## config.mk

```make
export PLATFORM = sky130hd
export DESIGN_NAME = gcb_queue
export DESIGN_NICKNAME = d
export VERILOG_FILES = /design/src/gcb_pkg.sv /design/src/gcb_queue.sv
export SDC_FILE = /design/constraint.sdc
export NUM_CORES = 1
export LEC_CHECK = 0
export BUFFER_PORTS_ARGS = -buffer_cell sky130_fd_sc_hd__buf_2
export CAP_MARGIN = 20
export CORE_ASPECT_RATIO = 0.6
export CORE_UTILIZATION = 35
export CTS_CLUSTER_SIZE = 16
export DETAILED_ROUTE_END_ITERATION = 8
export PLACE_DENSITY = 0.49
export SYNTH_ARGS = -nofsm -noshare
export SYNTH_HDL_FRONTEND = slang
export SYNTH_SLANG_ARGS = --single-unit
```

## constraint.sdc

```tcl
create_clock -name aclk -period 6.5 [get_ports aclk]
set_clock_uncertainty 0.1 [all_clocks]
set_input_delay 0.975 -clock aclk [delete_from_list [all_inputs] [get_ports aclk]]
set_output_delay 0.975 -clock aclk [all_outputs]
set_load 0.005 [all_outputs]
```

## src/gcb_pkg.sv

```systemverilog
// ============================================================================
// gcb_pkg
// shared types, codes and helpers of the gray canvas glyph blitter
// ============================================================================
package gcb_pkg;

    // default frame geometry
    localparam int FRAME_WIDTH_DEF  = 256;
    localparam int FRAME_HEIGHT_DEF = 128;

    // longest row segment of one word
    localparam int SEG_MAX = 64;

    // address field of a command, sized for the largest frame (4096 x 4096)
    localparam int ADDR_MAX_W = 24;

    // entries of the command queue between front and back
    localparam int QUEUE_DEPTH = 4;

    typedef enum logic [1:0] {
        MODE_FILL  = 2'd0,
        MODE_COVER = 2'd1,
        MODE_MONO  = 2'd2,
        MODE_READ  = 2'd3
    } gcb_mode_t;

    typedef enum logic {
        CFG_X_OFFSET = 1'b0,
        CFG_Y_OFFSET = 1'b1
    } gcb_cfg_idx_t;

    typedef enum logic [1:0] {
        BK_CLEAR,
        BK_IDLE,
        BK_RUN
    } gcb_back_state_t;

    // one classified command, front to back
    typedef struct packed {
        gcb_mode_t               mode;
        logic                    ok;     // read coordinate inside the frame
        logic [ADDR_MAX_W-1:0]   addr;   // read address, or base of the drawn row
        logic signed [16:0]      dx0;    // first drawing column after offset
        logic [6:0]              count;  // saturated pixel count
        logic [7:0]              gray;
        logic [7:0]              alpha;
        logic [63:0]             bits;
    } gcb_cmd_t;

    // bits needed to index n entries, at least one
    function automatic int width_of(input int n);
        return (n > 1) ? $clog2(n) : 1;
    endfunction

endpackage

```

## src/gcb_queue.sv

```systemverilog
// ============================================================================
// gcb_queue
// short command queue between front and back
// ============================================================================
module gcb_queue (
    input  logic              aclk,
    input  logic              aresetn,
    input  logic              push,
    input  gcb_pkg::gcb_cmd_t din,
    output logic              full,
    input  logic              pop,
    output gcb_pkg::gcb_cmd_t dout,
    output logic              empty
);
    import gcb_pkg::*;

    localparam int PTR_W = width_of(QUEUE_DEPTH);

    gcb_cmd_t           slots [QUEUE_DEPTH];
    logic [PTR_W-1:0]   wr_ptr_reg, wr_ptr_next, rd_ptr_reg, rd_ptr_next;
    logic [PTR_W:0]     fill_reg, fill_next;

    assign full  = (fill_reg == (PTR_W+1)'(QUEUE_DEPTH));
    assign empty = (fill_reg == '0);
    assign dout  = slots[rd_ptr_reg];

    always_comb begin
        wr_ptr_next = wr_ptr_reg;
        rd_ptr_next = rd_ptr_reg;
        fill_next   = fill_reg;
        if (push) begin
            wr_ptr_next = (wr_ptr_reg == PTR_W'(QUEUE_DEPTH-1)) ? '0 : wr_ptr_reg + 1'b1;
        end
        if (pop) begin
            rd_ptr_next = (rd_ptr_reg == PTR_W'(QUEUE_DEPTH-1)) ? '0 : rd_ptr_reg + 1'b1;
        end
        if (push && !pop)      fill_next = fill_reg + 1'b1;
        else if (pop && !push) fill_next = fill_reg - 1'b1;
    end

    always_ff @(posedge aclk) begin
        if (!aresetn) begin
            wr_ptr_reg <= '0;
            rd_ptr_reg <= '0;
            fill_reg   <= '0;
        end else begin
            wr_ptr_reg <= wr_ptr_next;
            rd_ptr_reg <= rd_ptr_next;
            fill_reg   <= fill_next;
        end
    end

    always_ff @(posedge aclk) begin
        if (push) slots[wr_ptr_reg] <= din;
    end

endmodule

```

==> metrics.csv <==
metric,value,unit
status,"complete, no violations",
Synth Cell Area,19350,um^2
routed len/inst,21.65,um
clk_lat worst skew,0.56,ns
"non-filler cells, final",1785,
Clock Tree Buf Depth,3,
PortBufs,267,
Die W,305.6,um
setup TNS,0,ns
maximum fanout along the worst path,48,
Hold Crit Class,flip-flop to flip-flop,
Final Instance Area,23090,um^2
Synth Area in Simple Gates,0.004655,
synth unique cells,23,
Layout Area Growth over Synthesis,19.32,%
Yosys top cell by area,edfxtp_1,
HPWL Detailed,22040,um
Adder-Cell Fraction of Synth Area,0.004913,
Die Y-Extent,184.1,um
highest clock rate,262.7,MHz
total power draw,7.363,mW
CTS H-tree depth,2,
Seq cells post-synth,533,
compound-cell area share of the yosys netlist,0.001034,
die area,56270,um^2
RSZ-0062 raised after global routing,false,
post-synth top area share,0.8130,
ANT nets after route,0,
Vias/cell,4.833,
# resized after CTS,0,
kind of end point of the critical path,output pin,
Mapped Nets,871,
Routed WL,38640,um
Yosys warning count,0,
largest net degree at the start of global routing,132,
multiplexer share of the synthesized area,0.1545,
final slew viol count,0,
peak supply drop,0.0001797,V
xor/xnor cell area share of the yosys netlist,0.0009051,
syn avg cell area,26.55,um^2
Worst-Margin Slew,1.051,ns
# setup viols final,0,
"Req. time, crit path",5.42,ns
max FFs per register,524,
placed insts,1692,
sequential area share after synthesis,0.8223,
CTS buffer count,50,
Leak,7.621,nW
vias in the first global route,9074,
DRT iter0 DRCs,529,
first-pass GRT wire length,58520,um
Post-DP Area,21510,um^2
critical setup path kind,flip-flop to output pin,
"most common cell after layout, fill and taps aside",edfxtp_1,
hold_buf cts,0,
Startpoint Class,flip-flop,
Mapped Cells,729,
GPL Wtd Cong,0.7044,
DRC,0,
Tcrit/Tclk final,0.5856,
initial antenna violation count,6,
Sinks on Clock Net,533,
global router's overall resource usage,0.1385,
Setup Buffers After CTS,0,
# rows,66,
Hold Crit Start,fill_reg[2],
largest family of logic cells by synthesized area,multiplexers,
synth top area cells,"edfxtp_1 81%, mux4_2 15%, dfxtp_1 0.93%, buf_6 0.58%, ha_1 0.39%",
maxcap violations,0,
clock root buffer,clkbuf_16,
share of cells above drive strength 1,0.4522,
CTS tree,yes,
worst r2r src,wr_ptr_reg[0],
drt first pass iters,4,
most frequent cells in the layout,"524 x edfxtp_1, 267 x buf_2, 131 x mux4_2, 51 x clkbuf_16, 17 x clkbuf_1",
Initial Util,0.3556,
critical path arrival,2.73,ns
Final min period,3.807,ns
routed vias,8627,
P per Cell Area,318.8,nW/um^2
total congestion overflow,0,
clk slew on worst S/H paths,0.06,ns
fin nets,1173,
I/O pin count,268,
core area,54420,um^2
worst hold slack,0.4029,ns
final hold vios,0,
Max-slew headroom,0.2992,
## routing by layer
metal / global-route usage / up-vias / wire, um
li1: - / 3760 / -
met1: 0.1936 / 4589 / 17570
met2: 0.2176 / 211 / 18060
met3: 0.03622 / 61 / 2279
met4: 0.03236 / 6 / 693
met5: 0 / - / 38
## logic make-up after synthesis
| family | count (synthesis) |
|---|---|
| DFF | 533 |
| muxes | 135 |
| buffers and inverters | 34 |
| and+or+nand+nor | 15 |
| adders and majority gates | 7 |
| AOI/OAI and AO/OA | 3 |
| xor gates and xnor gates | 2 |
## through the flow
step	utilization	worst slack (ns)
2_1_floorplan	-	1.920
3_3_place_gp	0.3952	2.935
3_5_place_dp	0.3952	2.906
4_1_cts	0.4237	2.275
5_1_grt	0.4242	2.521
6_report	0.4244	2.693
## cells in the mapped netlist
cell / number
a21boi_0: 1
and2_1: 5
buf_2: 14
buf_4: 1
buf_6: 10
clkbuf_1: 4
clkbuf_2: 1
dfxtp_1: 9
edfxtp_1: 524
fa_1: 1
ha_1: 6
inv_1: 4
mux2i_1: 4
mux4_2: 131
nor2_1: 1
nor2b_1: 5
nor3_1: 2
nor3b_1: 1
o21a_1: 1
o21ai_0: 1
or3_1: 1
xnor2_1: 1
xor2_1: 1
## report_power, final
group	switching, mW	internal [mW]	leakage (nW)	total [mW]
Clock	1.20	1.60	0.747	2.80
Combinational	0.302	0.276	1.99	0.578
Sequential	0.0444	3.94	4.89	3.99
Total	1.54	5.82	7.62	7.36
## worst max-delay path: stages, from the launching register on
cell and delay [ns]:
dfxtp_4 0.76, buf_4 0.74, mux4_2 0.44, buf_2 0.15
## final timing paths
path              cells after the start  slack, ns      endpoint
setup / recovery                      3       2.69      dout[34]
hold / removal                        2       0.40   fill_reg[2]
setup reg to reg                      4       3.86  slots[2][85]
hold reg to reg                       2       0.40   fill_reg[2]
## area by class of cell
| class | count | area [um^2] |
|---|---|---|
| fillers | 4717 | 31330 |
| flip-flops and latches | 533 | 15920 |
| multi-input cells | 162 | 3223 |
| repair buffers | 280 | 1479 |
| clock buffers | 68 | 1340 |
| well taps | 714 | 893.4 |
| clock inverters | 21 | 212.7 |
| inverters | 4 | 15.01 |
| diodes | 3 | 7.507 |
Power figures use the tool's default switching activity.
