## src/gcb_pkg.sv

```systemverilog
// ============================================================================
// gcb_pkg
// shared types, codes and helpers of the gray canvas glyph blitter
// ============================================================================
package gcb_pkg;

    // default frame geometry
    localparam int FRAME_WIDTH_DEF  = 256;
    localparam int FRAME_HEIGHT_DEF = 128;

    // longest row segment of one word
    localparam int SEG_MAX = 64;

    // address field of a command, sized for the largest frame (4096 x 4096)
    localparam int ADDR_MAX_W = 24;

    // entries of the command queue between front and back
    localparam int QUEUE_DEPTH = 4;

    typedef enum logic [1:0] {
        MODE_FILL  = 2'd0,
        MODE_COVER = 2'd1,
        MODE_MONO  = 2'd2,
        MODE_READ  = 2'd3
    } gcb_mode_t;

    typedef enum logic {
        CFG_X_OFFSET = 1'b0,
        CFG_Y_OFFSET = 1'b1
    } gcb_cfg_idx_t;

    typedef enum logic [1:0] {
        BK_CLEAR,
        BK_IDLE,
        BK_RUN
    } gcb_back_state_t;

    // one classified command, front to back
    typedef struct packed {
        gcb_mode_t               mode;
        logic                    ok;     // read coordinate inside the frame
        logic [ADDR_MAX_W-1:0]   addr;   // read address, or base of the drawn row
        logic signed [16:0]      dx0;    // first drawing column after offset
        logic [6:0]              count;  // saturated pixel count
        logic [7:0]              gray;
        logic [7:0]              alpha;
        logic [63:0]             bits;
    } gcb_cmd_t;

    // bits needed to index n entries, at least one
    function automatic int width_of(input int n);
        return (n > 1) ? $clog2(n) : 1;
    endfunction

endpackage

```

## src/gcb_front.sv

```systemverilog
// ============================================================================
// gcb_front
// accepts words, applies the offsets, clips the row and queues commands
// ============================================================================
module gcb_front #(
    parameter int FRAME_WIDTH  = gcb_pkg::FRAME_WIDTH_DEF,
    parameter int FRAME_HEIGHT = gcb_pkg::FRAME_HEIGHT_DEF
) (
    input  logic              aclk,
    input  logic              aresetn,
    input  logic              cfg_wr_en,
    input  logic              cfg_index,
    input  logic [15:0]       cfg_data,
    input  logic              s_tvalid,
    output logic              s_tready,
    input  logic [1:0]        s_tuser,
    input  logic [119:0]      s_tdata,
    input  logic              clearing,
    input  logic              q_full,
    output logic              q_push,
    output gcb_pkg::gcb_cmd_t q_cmd
);
    import gcb_pkg::*;

    localparam int ROW_W = width_of(FRAME_HEIGHT);
    localparam int COL_W = width_of(FRAME_WIDTH);

    logic signed [15:0] x_offset_reg, y_offset_reg;
    logic signed [15:0] in_x, in_y;
    logic [6:0]         in_count, cnt_sat;
    gcb_mode_t          mode;
    logic signed [16:0] dy, dx0;
    logic               row_ok, rd_ok, is_read;
    logic [ROW_W-1:0]   row_sel;
    logic [COL_W-1:0]   col_sel;

    always_ff @(posedge aclk) begin
        if (!aresetn) begin
            x_offset_reg <= '0;
            y_offset_reg <= '0;
        end else if (cfg_wr_en) begin
            if (cfg_index == CFG_X_OFFSET) x_offset_reg <= cfg_data;
            else                           y_offset_reg <= cfg_data;
        end
    end

    assign in_x     = s_tdata[15:0];
    assign in_y     = s_tdata[31:16];
    assign in_count = s_tdata[38:32];
    assign mode     = gcb_mode_t'(s_tuser);
    assign is_read  = (mode == MODE_READ);

    always_comb begin
        dy      = 17'(in_y) + 17'(y_offset_reg);
        dx0     = 17'(in_x) + 17'(x_offset_reg);
        cnt_sat = (in_count > 7'(SEG_MAX)) ? 7'(SEG_MAX) : in_count;
        row_ok  = (dy >= 0) && (dy < FRAME_HEIGHT);
        rd_ok   = (in_x >= 0) && (in_x < FRAME_WIDTH) && (in_y >= 0) && (in_y < FRAME_HEIGHT);
        row_sel = is_read ? in_y[ROW_W-1:0] : dy[ROW_W-1:0];
        col_sel = is_read ? in_x[COL_W-1:0] : '0;

        q_cmd.mode  = mode;
        q_cmd.ok    = rd_ok;
        q_cmd.addr  = ADDR_MAX_W'(row_sel) * ADDR_MAX_W'(FRAME_WIDTH) + ADDR_MAX_W'(col_sel);
        q_cmd.dx0   = dx0;
        q_cmd.count = cnt_sat;
        q_cmd.gray  = s_tdata[46:39];
        q_cmd.alpha = s_tdata[54:47];
        q_cmd.bits  = s_tdata[118:55];
    end

    assign s_tready = !q_full && !clearing;
    // drawing words off the frame's rows or with a zero count are taken and dropped here
    assign q_push   = s_tvalid && s_tready && (is_read || (row_ok && (cnt_sat != 7'd0)));

endmodule

```

## config.mk

```make
export PLATFORM = sky130hd
export DESIGN_NAME = gcb_front
export DESIGN_NICKNAME = d
export VERILOG_FILES = /design/src/gcb_pkg.sv /design/src/gcb_front.sv
export SDC_FILE = /design/constraint.sdc
export NUM_CORES = 1
export LEC_CHECK = 0
export ABC_AREA = 1
export ABC_CLOCK_PERIOD_IN_PS = 2450
export BUFFER_PORTS_ARGS = -buffer_cell sky130_fd_sc_hd__buf_4
export CORE_AREA = 2 2 108 110
export CTS_CLUSTER_SIZE = 16
export DETAILED_ROUTE_END_ITERATION = 8
export DIE_AREA = 0 0 110 112
export PLACE_DENSITY = 0.7
export SYNTH_ARGS = -nofsm -noshare
export SYNTH_HDL_FRONTEND = slang
export SYNTH_SLANG_ARGS = --single-unit
```

## constraint.sdc

```tcl
create_clock -name aclk -period 2.45 [get_ports aclk]
set_input_delay 0.245 -clock aclk [delete_from_list [all_inputs] [get_ports aclk]]
set_output_delay 0.245 -clock aclk [all_outputs]
set_load 0.005 [all_outputs]
```

==> impl_metrics.env, run 1 <==
export IMPL_outcome="complete, but fails checks"
export IMPL_failed_checks="negative setup slack"
export IMPL_detailedRoute_firstIterationViolations=93
export IMPL_vdd_ir_drop_max_uv=334
export IMPL_final_setup_viol_count=1
export IMPL_hold_crit_class="input port to flop"
export IMPL_hold_viol_final=0
export IMPL_synth_async_reset_ratio_pct=0
export IMPL_layout_setup_ws_ns=-0.218
export IMPL_synth_top_cell_by_area="sky130_fd_sc_hd__buf_4"
export IMPL_gpl_final_weighted_congestion=0.890
export IMPL_clkSlewWorstSetupHoldPaths_ns=0.05
export IMPL_ys_warn_count=0
export IMPL_totalNegativeSetupSlack_ns=-0.218
export IMPL_die_footprint_mm2=0.0123
export IMPL_yosys_cell_types_count=37
export IMPL_timing_final_crit_share_pct=109
export IMPL_critical_path_required_ns=2.20
export IMPL_cts_path_max_buffers=2
export IMPL_cp_data_arrival_time_ns=2.42
export IMPL_rows=39
export IMPL_tritoncts_num_sinks=32
export IMPL_place_ws_ns=-0.140
export IMPL_wl_per_cell_um=11.6
export IMPL_first_global_vias=3432
export IMPL_detailroute_via_count=3596
export IMPL_place_port_buffers=107
export IMPL_cp_max_fo=2
export IMPL_grt_first_pass_wirelength_mm=15.3
export IMPL_synthesis_instances=613
export IMPL_viasPerCell=4.51
export IMPL_core_area_mm2=0.0112
export IMPL_hpwl_mm=7.64
export IMPL_total_grt_overflow=0
export IMPL_power_density_mw_per_mm2=468
export IMPL_effective_utilization_at_floorplan_pct=34.6
export IMPL_leakage_nw=2.49
export IMPL_post_route_cells_drive_above_1_share_pct=26.3
export IMPL_grt_antenna_before_repair=0
export IMPL_ant_nets=0
export IMPL_finalCriticalPeriod_ns=2.67
export IMPL_grt_start_max_net_pins=33
export IMPL_post_synth_cell_area_avg_um2=6.32
export IMPL_detailedRoute_firstPassIterationCount=4
export IMPL_clk_latency_ns=0.27
export IMPL_clock_skew_final_ns=0
export IMPL_max_clock_freq_mhz=375
export IMPL_cts_root_buf="sky130_fd_sc_hd__clkbuf_16"
export IMPL_post_synth_main_area_contributors="sky130_fd_sc_hd__buf_4, sky130_fd_sc_hd__dfxtp_1, sky130_fd_sc_hd__nand2_1"
export IMPL_synth_enable_flop_cells=0
export IMPL_crit_type="flop to primary output"
export IMPL_global_route_usage_total_pct=15.1
export IMPL_cap_violations=0
export IMPL_num_antenna_cells=0
export IMPL_ys_seq_area_share_pct=16.5
export IMPL_cts_buffers_inserted=5
export IMPL_cts_htree_levels=2
export IMPL_dieWidth_um=110
export IMPL_routed_wirelength_mm=9.26
export IMPL_boundaryPins=278
export IMPL_yosys_area_top_type_share_pct=17.8
export IMPL_tritoncts="yes"
export IMPL_report_final_slew_viol_count=0
export IMPL_rsz0062_at_grt="yes"
export IMPL_die_height_um=112
export IMPL_netlist_area_mm2=0.00387
export IMPL_ys_flop_type="sky130_fd_sc_hd__dfxtp_1"
export IMPL_final_net_count=833
export IMPL_timing_critical_path_from_type="flop"
export IMPL_p_total_mw=2.14
export IMPL_synth_seq_cells=32
export IMPL_areaGrowthSynthToFinish_pct=18.2
export IMPL_route_detailed_drc=0
export IMPL_worst_setup_end_kind="primary output"
-- path summary, 6_finish.rpt --
check | startpoint | end | slack (ns) | depth (start not counted)
max reg2reg | x_offset_reg[0] | x_offset_reg[0] | 1.80 | 2
min reg2reg | y_offset_reg[9] | y_offset_reg[9] | 0.48 | 2
max | y_offset_reg[0] | q_push | -0.22 | 18
min | cfg_data[13] | x_offset_reg[13] | 0.21 | 3
-- cells in the mapped netlist, types with 8 or more instances --
cell type                  number
sky130_fd_sc_hd__dfxtp_1       32
sky130_fd_sc_hd__a21oi_1       24
sky130_fd_sc_hd__clkbuf_1       9
sky130_fd_sc_hd__nor2_1       102
sky130_fd_sc_hd__nand2_1      116
sky130_fd_sc_hd__nand2_2        8
sky130_fd_sc_hd__o21ai_0       41
sky130_fd_sc_hd__xnor2_1       11
sky130_fd_sc_hd__xor2_1         8
sky130_fd_sc_hd__ha_1          33
sky130_fd_sc_hd__buf_4         92
sky130_fd_sc_hd__nand3_1       25
sky130_fd_sc_hd__inv_1         70
-- cells by family (layout without fill, tap and decap cells) --
group	count (synthesis)	in the layout	synth area share, %
AO/OA/AOI/OAI	83	83	12.1
XOR/XNOR	19	19	4.30
adder cells (fa/ha/maj)	35	35	11.7
buffers and inverters	173	206	25.7
flip-flops	32	32	16.5
other	1	9	0.0969
AND/OR/NAND/NOR	270	270	29.5
-- placed cells by master, fill, tap and decap left out, types with 2 or more instances in the layout --
cell type                   Yosys  layout
sky130_fd_sc_hd__fa_2           0       2
sky130_fd_sc_hd__a21o_1         2       2
sky130_fd_sc_hd__ha_4           0       2
sky130_fd_sc_hd__clkbuf_16      0       5
sky130_fd_sc_hd__a21oi_4        0       2
sky130_fd_sc_hd__o21bai_1       3       3
sky130_fd_sc_hd__o21ai_1        1       2
sky130_fd_sc_hd__inv_2          0       2
sky130_fd_sc_hd__a21oi_1       24      24
sky130_fd_sc_hd__clkbuf_8       0       2
sky130_fd_sc_hd__dfxtp_2        0       2
sky130_fd_sc_hd__a211oi_1       2       2
sky130_fd_sc_hd__buf_4         92     127
sky130_fd_sc_hd__xnor2_1       11      11
sky130_fd_sc_hd__o21ai_2        3       2
sky130_fd_sc_hd__nor3_1         4       4
sky130_fd_sc_hd__nand3_2        2       3
sky130_fd_sc_hd__nor2_1       102     102
sky130_fd_sc_hd__conb_1         1       9
sky130_fd_sc_hd__o21a_1         2       2
sky130_fd_sc_hd__nand2_2        8      11
sky130_fd_sc_hd__nand2_1      116     113
sky130_fd_sc_hd__o21ai_4        0       2
sky130_fd_sc_hd__nor4_1         3       3
sky130_fd_sc_hd__xor2_1         8       8
sky130_fd_sc_hd__inv_1         70      68
sky130_fd_sc_hd__o21ai_0       41      39
sky130_fd_sc_hd__ha_1          33      30
sky130_fd_sc_hd__nor2_2         2       2
sky130_fd_sc_hd__dfxtp_1       32      30
sky130_fd_sc_hd__a21oi_2        4       2
sky130_fd_sc_hd__nand3_1       25      24
-- area by class of cell --
cell class / instances / area, um^2
fill: 1201 / 6600
multi-input combinational: 416 / 2350
timing repair buffer: 127 / 953
sequential: 32 / 643
inverter: 71 / 267
tap: 143 / 179
clock buffer: 7 / 153
clock inverter: 1 / 30.0
-- where the power goes --
group / total (mW) / switching [mW] / internal, mW
sequential: 0.578 / 0.0208 / 0.557
combinational: 0.827 / 0.428 / 0.399
clock: 0.736 / 0.202 / 0.534
total: 2.14 / 0.651 / 1.49
-- critical path, stage by stage, from the launching register on --
cell and delay [ns]:
sky130_fd_sc_hd__dfxtp_2 0.34, sky130_fd_sc_hd__ha_4 0.13, sky130_fd_sc_hd__inv_2 0.04, sky130_fd_sc_hd__fa_2 0.35, sky130_fd_sc_hd__inv_2 0.07, sky130_fd_sc_hd__nand2_2 0.05, sky130_fd_sc_hd__nand2_2 0.08, sky130_fd_sc_hd__nand2_2 0.06
sky130_fd_sc_hd__o21ai_2 0.15, sky130_fd_sc_hd__nand3_2 0.09, sky130_fd_sc_hd__nand2_1 0.07, sky130_fd_sc_hd__nand2_1 0.05, sky130_fd_sc_hd__nand2_1 0.05, sky130_fd_sc_hd__nand3_1 0.06, sky130_fd_sc_hd__nor2_1 0.12, sky130_fd_sc_hd__ha_2 0.18
sky130_fd_sc_hd__o21ai_2 0.05, sky130_fd_sc_hd__a21oi_1 0.11, sky130_fd_sc_hd__buf_4 0.12
-- stage by stage --
| step | util [%] | hold slack [ns] | instances | area, um^2 |
|---|---|---|---|---|
| 2_1_floorplan | - | 0.380 | 621 | 3900 |
| 3_3_place_gp | 38.0 | 0.468 | 781 | 4240 |
| 3_5_place_dp | 38.0 | 0.477 | 781 | 4240 |
| 4_1_cts | 40.2 | 0.208 | 792 | 4490 |
| 5_1_grt | 40.9 | 0.218 | 797 | 4570 |
| 6_report | 40.9 | 0.212 | 797 | 4570 |
-- layer usage --
| metal | routed length (um) | track usage (%) | part of all wire (%) | up-vias |
|---|---|---|---|---|
| met5 | 0 | 0 | 0 | - |
| met2 | 4280 | 24.7 | 46 | 130 |
| met3 | 785 | 4.10 | 8.5 | 24 |
| met4 | 174 | 4.89 | 1.9 | 0 |
| met1 | 4030 | 19.1 | 43 | 1519 |
| li1 | - | - | - | 1923 |
-- repair_timing --
item,in CTS,in global routing
pin swaps,12,12
endpoints found under the setup margin,3,8
hold buffers,0,0
buffers inserted,4,5
gates resized for setup,15,8
(Power assumes the default switching activity.)
==> run 2: changes to the inputs <==
Settings changed: GPL_TIMING_DRIVEN set to 0, TNS_END_PERCENT set to 50.
==> run 2 against run 1 <==
Compared with the run above:
- global-route usage is 1.3 points higher
- highest routed layer unchanged
- critical path depth stayed put
- design area is 26% higher
- core utilization is 11 points higher
- sequential share of layout area is 2.9 points lower
- critical path type unchanged
- wire length is 16% higher
- critical endpoint unchanged
- setup slack worse by 0.024 ns
- register-to-register slack hardly changed
- the run still ends with negative setup slack left
==> impl_metrics.env, run 2 (synthesis results as in run 1) <==
export IMPL_outcome="complete, but fails checks"
export IMPL_failed_checks="negative setup slack"
export IMPL_net_switching_power_uw=695
export IMPL_gpl_final_weighted_congestion=0.880
export IMPL_num_antenna_cells=0
export IMPL_post_route_cells_drive_above_1_share_pct=40.1
export IMPL_hold_crit_class="input port to flop"
export IMPL_die_height_um=112
export IMPL_netSwitchingFraction_pct=31.2
export IMPL_viasPerCell=4.31
export IMPL_core_area_mm2=0.0112
export IMPL_routed_wirelength_mm=10.7
export IMPL_clkSlewWorstSetupHoldPaths_ns=0.05
export IMPL_max_clock_freq_mhz=371
export IMPL_rows=39
export IMPL_slew_headroom_pct=60.7
export IMPL_cts_htree_levels=2
export IMPL_detailedRoute_firstPassIterationCount=4
export IMPL_finalCriticalPeriod_ns=2.69
export IMPL_worst_tran_pin_value_ns=0.590
export IMPL_crit_family="adder cells"
export IMPL_hold_viol_final=0
export IMPL_cp_max_fo=2
export IMPL_post_route_cell_area_mm2=0.00575
export IMPL_critical_path_required_ns=2.20
export IMPL_areaGrowthSynthToFinish_pct=48.5
export IMPL_rsz0062_at_grt="yes"
export IMPL_timing_final_crit_share_pct=110
export IMPL_dpl_cells=951
export IMPL_tritoncts_num_sinks=32
export IMPL_critical_path_slowest_cell="sky130_fd_sc_hd__fa_2"
export IMPL_critical_path_max_stage_delay_ns=0.35
export IMPL_multiInputGateArea_mm2=0.00233
export IMPL_wl_per_cell_um=11.1
export IMPL_layoutNonFillerInstCount=964
export IMPL_worstPathBufferInverterCount=3
export IMPL_detailed_place_area_mm2=0.00548
export IMPL_effective_utilization_at_floorplan_pct=34.6
export IMPL_grt_antenna_before_repair=0
export IMPL_grt_first_pass_wirelength_mm=16.6
export IMPL_final_hold_worst_slack_ns=0.207
export IMPL_pwr_share_comb_pct=46.1
export IMPL_leakage_nw=3.25
export IMPL_final_setup_viol_count=1
export IMPL_ant_nets=0
export IMPL_layout_filler_cells=1191
export IMPL_global_route_usage_total_pct=16.4
export IMPL_clockPowerShare_pct=28.0
export IMPL_vdd_ir_drop_max_uv=354
export IMPL_clk_latency_ns=0.27
export IMPL_worst_setup_end_kind="primary output"
export IMPL_detailedRoute_firstIterationViolations=74
export IMPL_mostFrequentLayoutCells="sky130_fd_sc_hd__buf_4, sky130_fd_sc_hd__nand2_1, sky130_fd_sc_hd__nor2_1"
export IMPL_dieWidth_um=110
export IMPL_layout_setup_ws_ns=-0.242
export IMPL_cts_path_max_buffers=2
export IMPL_cp_cell_sequence="ha_4, inv_2, fa_2, inv_2, nand2_2, nand2_2, nand2_2, o21ai_2, nand3_2, nand2_1, nand2_1, nand2_1, nand3_1, nor2_1, ha_2, o21ai_2, a21oi_2, buf_4"
export IMPL_first_global_vias=3826
export IMPL_cts_buffers_inserted=5
export IMPL_clock_skew_final_ns=0
export IMPL_final_net_count=1001
export IMPL_tritoncts="yes"
export IMPL_place_port_buffers=187
export IMPL_cp_data_arrival_time_ns=2.45
export IMPL_report_final_slew_viol_count=0
export IMPL_fin_util_pct=51.4
export IMPL_cts_hold_repair_buffers=0
export IMPL_cap_violations=0
export IMPL_regArea_um2=642
export IMPL_internal_power_mw=1.53
export IMPL_grt_start_max_net_pins=11
export IMPL_power_density_mw_per_mm2=387
export IMPL_crit_type="flop to primary output"
export IMPL_timing_critical_path_from_type="flop"
export IMPL_cts_root_buf="sky130_fd_sc_hd__clkbuf_16"
export IMPL_sequentialPowerShare_pct=25.9
export IMPL_total_grt_overflow=0
export IMPL_boundaryPins=278
export IMPL_detailroute_via_count=4159
export IMPL_layout_cells_most_common="sky130_fd_sc_hd__buf_4"
export IMPL_route_detailed_drc=0
export IMPL_hpwl_mm=9.25
export IMPL_die_footprint_mm2=0.0123
-- run 2: path summary, 6_finish.rpt --
| kind | start | endpoint | slack (ns) | cells past startpoint |
|---|---|---|---|---|
| max | y_offset_reg[0] | q_push | -0.24 | 18 |
| min reg2reg | y_offset_reg[6] | y_offset_reg[6] | 0.49 | 2 |
| min | cfg_data[9] | x_offset_reg[9] | 0.21 | 3 |
| max reg2reg | x_offset_reg[5] | x_offset_reg[5] | 1.80 | 2 |
-- run 2: what timing repair did --
action | in CTS | in global routing
cloned | 0 | 0
pin swaps | 6 | 8
endpoints found under the setup margin | 2 | 6
resized for setup | 12 | 7
buffers inserted | 4 | 2
-- run 2: cell type report --
type	instances	area share, %
Inverter	71	4.64
Buffer	102	12.7
Clock buffer	7	2.66
Timing Repair Buffer	193	25.2
Sequential cell	32	11.2
Tap cell	143	3.11
Multi-Input combinational cell	416	40.5
-- run 2: power by group through the flow --
stage	sequential (mW)	clock, mW	combinational [mW]
floorplan	0.580	0	0.581
global placement	0.586	0	0.996
detailed placement	0.586	0	1.00
CTS	0.577	0.634	1.02
global route	0.581	0.656	1.15
finish	0.577	0.623	1.03
-- run 2: per-stage QoR --
step / TNS (ns) / worst slack [ns] / power, mW
2_1_floorplan: 0 / 0.160 / 1.16
3_3_place_gp: -0.249 / -0.249 / 1.58
3_5_place_dp: -0.255 / -0.255 / 1.59
4_1_cts: -0.417 / -0.367 / 2.23
5_1_grt: -0.487 / -0.450 / 2.38
6_report: -0.242 / -0.242 / 2.23
-- run 2: worst register-to-register path, cell delays in order (launching register included) --
cell	delay, ns
sky130_fd_sc_hd__dfxtp_1	0.33
sky130_fd_sc_hd__o21ai_0	0.16
sky130_fd_sc_hd__nor2_1	0.06
-- run 2: layer usage --
layer / wire length, um / track usage (%)
met2: 5300 / 30.5
met1: 4410 / 19.5
met3: 856 / 2.40
met4: 143 / 3.38
met5: 0 / 0
